File: src/sv/evm_pkg.sv
// types and constants of the euler view matrix block
// depends on nothing
`timescale 1ns / 1ps
`default_nettype none
package evm_pkg;
    localparam int ATAN_ENTRIES = 24;
    localparam logic signed [33:0] CORDIC_GAIN = 34'sd652032874;
    localparam logic signed [33:0] HALF_PI_Q30 = 34'sd1686629713;
    localparam logic signed [33:0] PI_Q30 = 34'sd3373259426;
    localparam logic signed [15:0] UNIT_Q14 = 16'sd16384;

    typedef struct packed {
        logic signed [15:0] pitch_angle;
        logic signed [15:0] yaw_angle;
        logic signed [15:0] roll_angle;
        logic signed [31:0] pos_x;
        logic signed [31:0] pos_y;
        logic signed [31:0] pos_z;
    } t_in;

    typedef struct packed {
        logic signed [15:0] rot_00;
        logic signed [15:0] rot_01;
        logic signed [15:0] rot_02;
        logic signed [15:0] rot_10;
        logic signed [15:0] rot_11;
        logic signed [15:0] rot_12;
        logic signed [15:0] rot_20;
        logic signed [15:0] rot_21;
        logic signed [15:0] rot_22;
        logic signed [31:0] trans_x;
        logic signed [31:0] trans_y;
        logic signed [31:0] trans_z;
    } t_out;

    function automatic logic signed [33:0] atan_q30(input logic [4:0] i);
        case (i)
            5'd0: atan_q30 = 34'sd843314856;
            5'd1: atan_q30 = 34'sd497837829;
            5'd2: atan_q30 = 34'sd263043836;
            5'd3: atan_q30 = 34'sd133525158;
            5'd4: atan_q30 = 34'sd67021686;
            5'd5: atan_q30 = 34'sd33543515;
            5'd6: atan_q30 = 34'sd16775850;
            5'd7: atan_q30 = 34'sd8388437;
            5'd8: atan_q30 = 34'sd4194282;
            5'd9: atan_q30 = 34'sd2097149;
            5'd10: atan_q30 = 34'sd1048575;
            5'd11: atan_q30 = 34'sd524287;
            5'd12: atan_q30 = 34'sd262143;
            5'd13: atan_q30 = 34'sd131071;
            5'd14: atan_q30 = 34'sd65535;
            5'd15: atan_q30 = 34'sd32767;
            5'd16: atan_q30 = 34'sd16383;
            5'd17: atan_q30 = 34'sd8191;
            5'd18: atan_q30 = 34'sd4095;
            5'd19: atan_q30 = 34'sd2047;
            5'd20: atan_q30 = 34'sd1023;
            5'd21: atan_q30 = 34'sd511;
            5'd22: atan_q30 = 34'sd255;
            5'd23: atan_q30 = 34'sd127;
            default: atan_q30 = 34'sd0;
        endcase
    endfunction

    // round a q60 value to q1.14 and clamp to unit
    function automatic logic signed [15:0] to_q14(input logic signed [63:0] v);
        logic signed [63:0] t;
        t = (v + (64'sd1 <<< 45)) >>> 46;
        if (t > 64'sd16384) to_q14 = UNIT_Q14;
        else if (t < -64'sd16384) to_q14 = -UNIT_Q14;
        else to_q14 = t[15:0];
    endfunction
endpackage
`default_nettype wire

File: src/sv/evm_cordic.sv
// pipelined cordic sine and cosine, one rotation per stage
// depends on evm_pkg
`timescale 1ns / 1ps
`default_nettype none
module evm_cordic #(
    parameter int ITER = 16
) (
    input  wire               i_clk,
    input  wire               i_en,
    input  wire signed [15:0] i_angle,
    output logic signed [33:0] o_sin,
    output logic signed [33:0] o_cos
);
    logic signed [33:0] r_x [ITER+1];
    logic signed [33:0] r_y [ITER+1];
    logic signed [33:0] r_z [ITER+1];
    logic               r_f [ITER+1];
    logic signed [33:0] n_a;

    always_comb begin
        n_a = 34'(i_angle) <<< 17;
    end

    // range reduction stage
    always_ff @(posedge i_clk) begin
        if (i_en) begin
            r_x[0] <= evm_pkg::CORDIC_GAIN;
            r_y[0] <= '0;
            if (n_a > evm_pkg::HALF_PI_Q30) begin
                r_z[0] <= n_a - evm_pkg::PI_Q30;
                r_f[0] <= 1'b1;
            end else if (n_a < -evm_pkg::HALF_PI_Q30) begin
                r_z[0] <= n_a + evm_pkg::PI_Q30;
                r_f[0] <= 1'b1;
            end else begin
                r_z[0] <= n_a;
                r_f[0] <= 1'b0;
            end
        end
    end

    for (genvar g = 0; g < ITER; g++) begin : g_rot
        always_ff @(posedge i_clk) begin
            if (i_en) begin
                r_f[g+1] <= r_f[g];
                if (!r_z[g][33]) begin
                    r_x[g+1] <= r_x[g] - (r_y[g] >>> g);
                    r_y[g+1] <= r_y[g] + (r_x[g] >>> g);
                    r_z[g+1] <= r_z[g] - evm_pkg::atan_q30(5'(g));
                end else begin
                    r_x[g+1] <= r_x[g] + (r_y[g] >>> g);
                    r_y[g+1] <= r_y[g] - (r_x[g] >>> g);
                    r_z[g+1] <= r_z[g] + evm_pkg::atan_q30(5'(g));
                end
            end
        end
    end

    assign o_sin = r_f[ITER] ? -r_y[ITER] : r_y[ITER];
    assign o_cos = r_f[ITER] ? -r_x[ITER] : r_x[ITER];
endmodule
`default_nettype wire

File: config.mk
export PLATFORM = sky130hd
export DESIGN_NAME = evm_cordic
export DESIGN_NICKNAME = d
export VERILOG_FILES = /design/src/sv/evm_pkg.sv /design/src/sv/evm_cordic.sv
export SDC_FILE = /design/constraint.sdc
export NUM_CORES = 2
export LEC_CHECK = 0
export ABC_CLOCK_PERIOD_IN_PS = 18050
export BUFFER_PORTS_ARGS = -buffer_cell sky130_fd_sc_hd__buf_2
export CAP_MARGIN = 20
export CORE_ASPECT_RATIO = 0.6
export CORE_UTILIZATION = 35
export DETAILED_ROUTE_END_ITERATION = 12
export SYNTH_ARGS = -nofsm -noshare
export SYNTH_HDL_FRONTEND = slang
export SYNTH_SLANG_ARGS = --single-unit
export TNS_END_PERCENT = 100
File: constraint.sdc
create_clock -name i_clk -period 18.05 [get_ports i_clk]
set_input_delay 5.415 -clock i_clk [delete_from_list [all_inputs] [get_ports i_clk]]
set_output_delay 5.415 -clock i_clk [all_outputs]
set_load 0.1 [all_outputs]
==> impl_metrics.ini <==
[synthesis]
synth_top_cell_by_area = edfxtp_1
ys_types = 97
synth_most_common_cell = edfxtp_1
synthTopCellsByArea = edfxtp_1 35%, ha_1 14%, xnor2_1 8.8%, a21oi_1 5.1%, xor2_1 4.2%
syn-num-nets = 14970
ys_ff_latch = 1493
seq_area_frac_synth_pct = 34.86
netlist_instances = 13470
synth_common_cells = 1,493 x edfxtp_1, 1,428 x ha_1, 1,321 x a21oi_1
yosysTopAreaCellShare_pct = 34.86
synth_edf_count = 1493
syn_area_per_cell_um2 = 9.546
synth-async-reset-ratio_pct = 0
synth_area_mm2 = 0.1286
ys_warn_count = 0
synth_ff_type = edfxtp_1

[routing]
routed_wl_um = 359900
vias = 104000
remaining_drc_errors = 0
routedWlPerCell_um = 19.35
drt_iter0_markers = 11140
via_per_inst = 5.589
drt-pass1-iter-count = 6
ant_nets = 0

[clocking]
cts_max_level = 4
cts.sinks = 1493
cts_hold_buf = 0
cts_buffer_depth = 4
cts_resized = 0
cts-root-buf = clkbuf_16
cts_buffers = 174
cts_tree = done
clkSlewWorstSetupHoldPaths_ns = 0.06
postCtsSetupRepairBufs = 0
clk_latency_ns = 0.90

[die]
rows = 172
design.die.area_mm2 = 0.3700
core-area_mm2 = 0.3659
die_width_um = 784.6
io_pins = 86
fp.dieH_um = 471.6
start_util_pct = 35.16

[grt]
grt_pass1_vias = 93350
grt_pass1_wl_um = 559700
grt_start_max_net_pins = 105
antenna_found_initial = 13
track_usage_pct = 18.80
grt.overflow.total = 0

[min_path]
min_path_type = reg -> reg
hold_path_depth = 0
hold_start = r_f[0][12]$_DFFE_PP_

[setup_path]
path_cells = buf_12, buf_4, buf_4, nand2_2, inv_1, buf_4, nor2_1, xnor2_1, ha_1, nor2b_1, o21a_1, o21ai_0, a211oi_1, nor3_1, o31ai_1, o41ai_1, o21ai_0, a221oi_1, xnor2_1
cp-end-kind = flop
slowest_delay_ns = 0.72
cpMaxStageDelayCell = buf_4
rr_startpoint = r_x[12][16]$_DFFE_PP_
cpMostUsedCell = buf_4
cp_max_fo = 87
r2r_cells = 13
worst_ep_required_time_ns = 18.67
startpoint = i_en
cp-start-kind = input port
cp.arrival_ns = 12.06
criticalPathCategory = in -> reg

[cells_and_area]
syn2layout_area_growth_pct = 9.366
drive_above_1_share_pct = 4.547
final_cells = 18600
nets = 15090
final-seq-area_mm2 = 0.04483
multi_input_area_mm2 = 0.08083
fillers = 36260
postLayoutCoreUtil_pct = 38.45

[sta]
setup_viol = 0
rsz0062_at_grt = false
maxSlewViolCount = 0
fin_setup_tns_ns = 0
tightest_slew_ns = 1.228
clock_skew_ns = 0.06841
fin_hold_ws_ns = 0.4056
fmax_mhz = 87.42
slew_headroom_pct = 18.16
hold_viol = 0
period_share_pct = 63.38
period_minus_slack_ns = 11.44

[placement]
dpl.hpwl_um = 285300
io_buffers = 85
placed_cells = 18290
place_congestion = 0.9224

[run_status]
status = complete, no violations

[job]
maxCapViolations = 0
-- final timing paths --
kind / slack, ns / endpoint
min reg2reg: 0.41 / r_f[0][13]$_DFFE_PP_
max reg2reg: 11.84 / r_y[13][29]$_DFFE_PP_
min: 0.41 / r_f[0][13]$_DFFE_PP_
max: 6.61 / r_y[7][32]$_DFFE_PP_
-- worst max-delay path: cells and delay by family --
| family | cells | cell delay, ns |
|---|---|---|
| fa+ha+maj | 1 | 0.33 |
| simple gates | 4 | 1.01 |
| compound gates | 7 | 2.35 |
| xor+xnor | 2 | 0.25 |
| buf+inv | 5 | 2.37 |
-- layer usage --
metal | GRT usage [%] | routed length [µm] | vias up | part of all wire (%)
met2 | 21.62 | 117300 | 3644 | 33
met3 | 4.606 | 36400 | 261 | 10
met5 | 0 | 0 | - | 0
met1 | 33.30 | 202500 | 49340 | 56
li1 | - | - | 50700 | -
met4 | 2.280 | 3757 | 0 | 1.0
-- metrics by stage --
step                      setup slack, ns  area (µm²)
after CTS                           6.826      140600
final                               6.611      140700
after detailed placement            5.900      135000
after global routing                6.261      140700
after global placement              5.807      135000
after floorplan                     7.930      128600
-- area by class of cell --
cell class                 count  share of cell area, %
clock inverter               108                 0.8477
clock buffer                 193                  3.176
sequential                  1493                  31.87
timing repair buffer         174                 0.7952
multi-input combinational  11190                  57.46
antenna                        3               0.005337
inverter                     565                  1.508
tap                         4872                  4.334
-- registers in the layout (all words and copies together), names as in the netlist --
name	flops
r_x	484
r_y	511
r_f	17
r_z	481
-- cell usage in the layout, fill, tap and decap left out, types with 216 or more instances in the layout --
cell type and count:
edfxtp_1 1493, ha_1 1428, a21oi_1 1321, xnor2_1 1296
nor2_1 1006, nand2_1 772, o21ai_0 724, a21o_1 721
xor2_1 624, inv_1 552, nor3_1 309, nand3_1 228
o21a_1 216
-- kinds of logic (layout without fill, tap and decap cells) --
| group | after synthesis | in the layout | share of synthesized area (%) |
|---|---|---|---|
| AOI/OAI and AO/OA | 4251 | 4251 | 21.27 |
| and+or+nand+nor | 3442 | 3442 | 13.03 |
| xor gates and xnor gates | 1921 | 1921 | 13.09 |
| DFF | 1493 | 1493 | 34.86 |
| adders and majority gates | 1474 | 1474 | 14.61 |
| buffers and inverters | 789 | 1040 | 2.311 |
| muxes | 103 | 103 | 0.8424 |
| other | 0 | 3 | 0 |
Power is left out: the tool's default activity adds up to more than one toggle a clock period on the data nets, which glitch-free logic cannot reach.
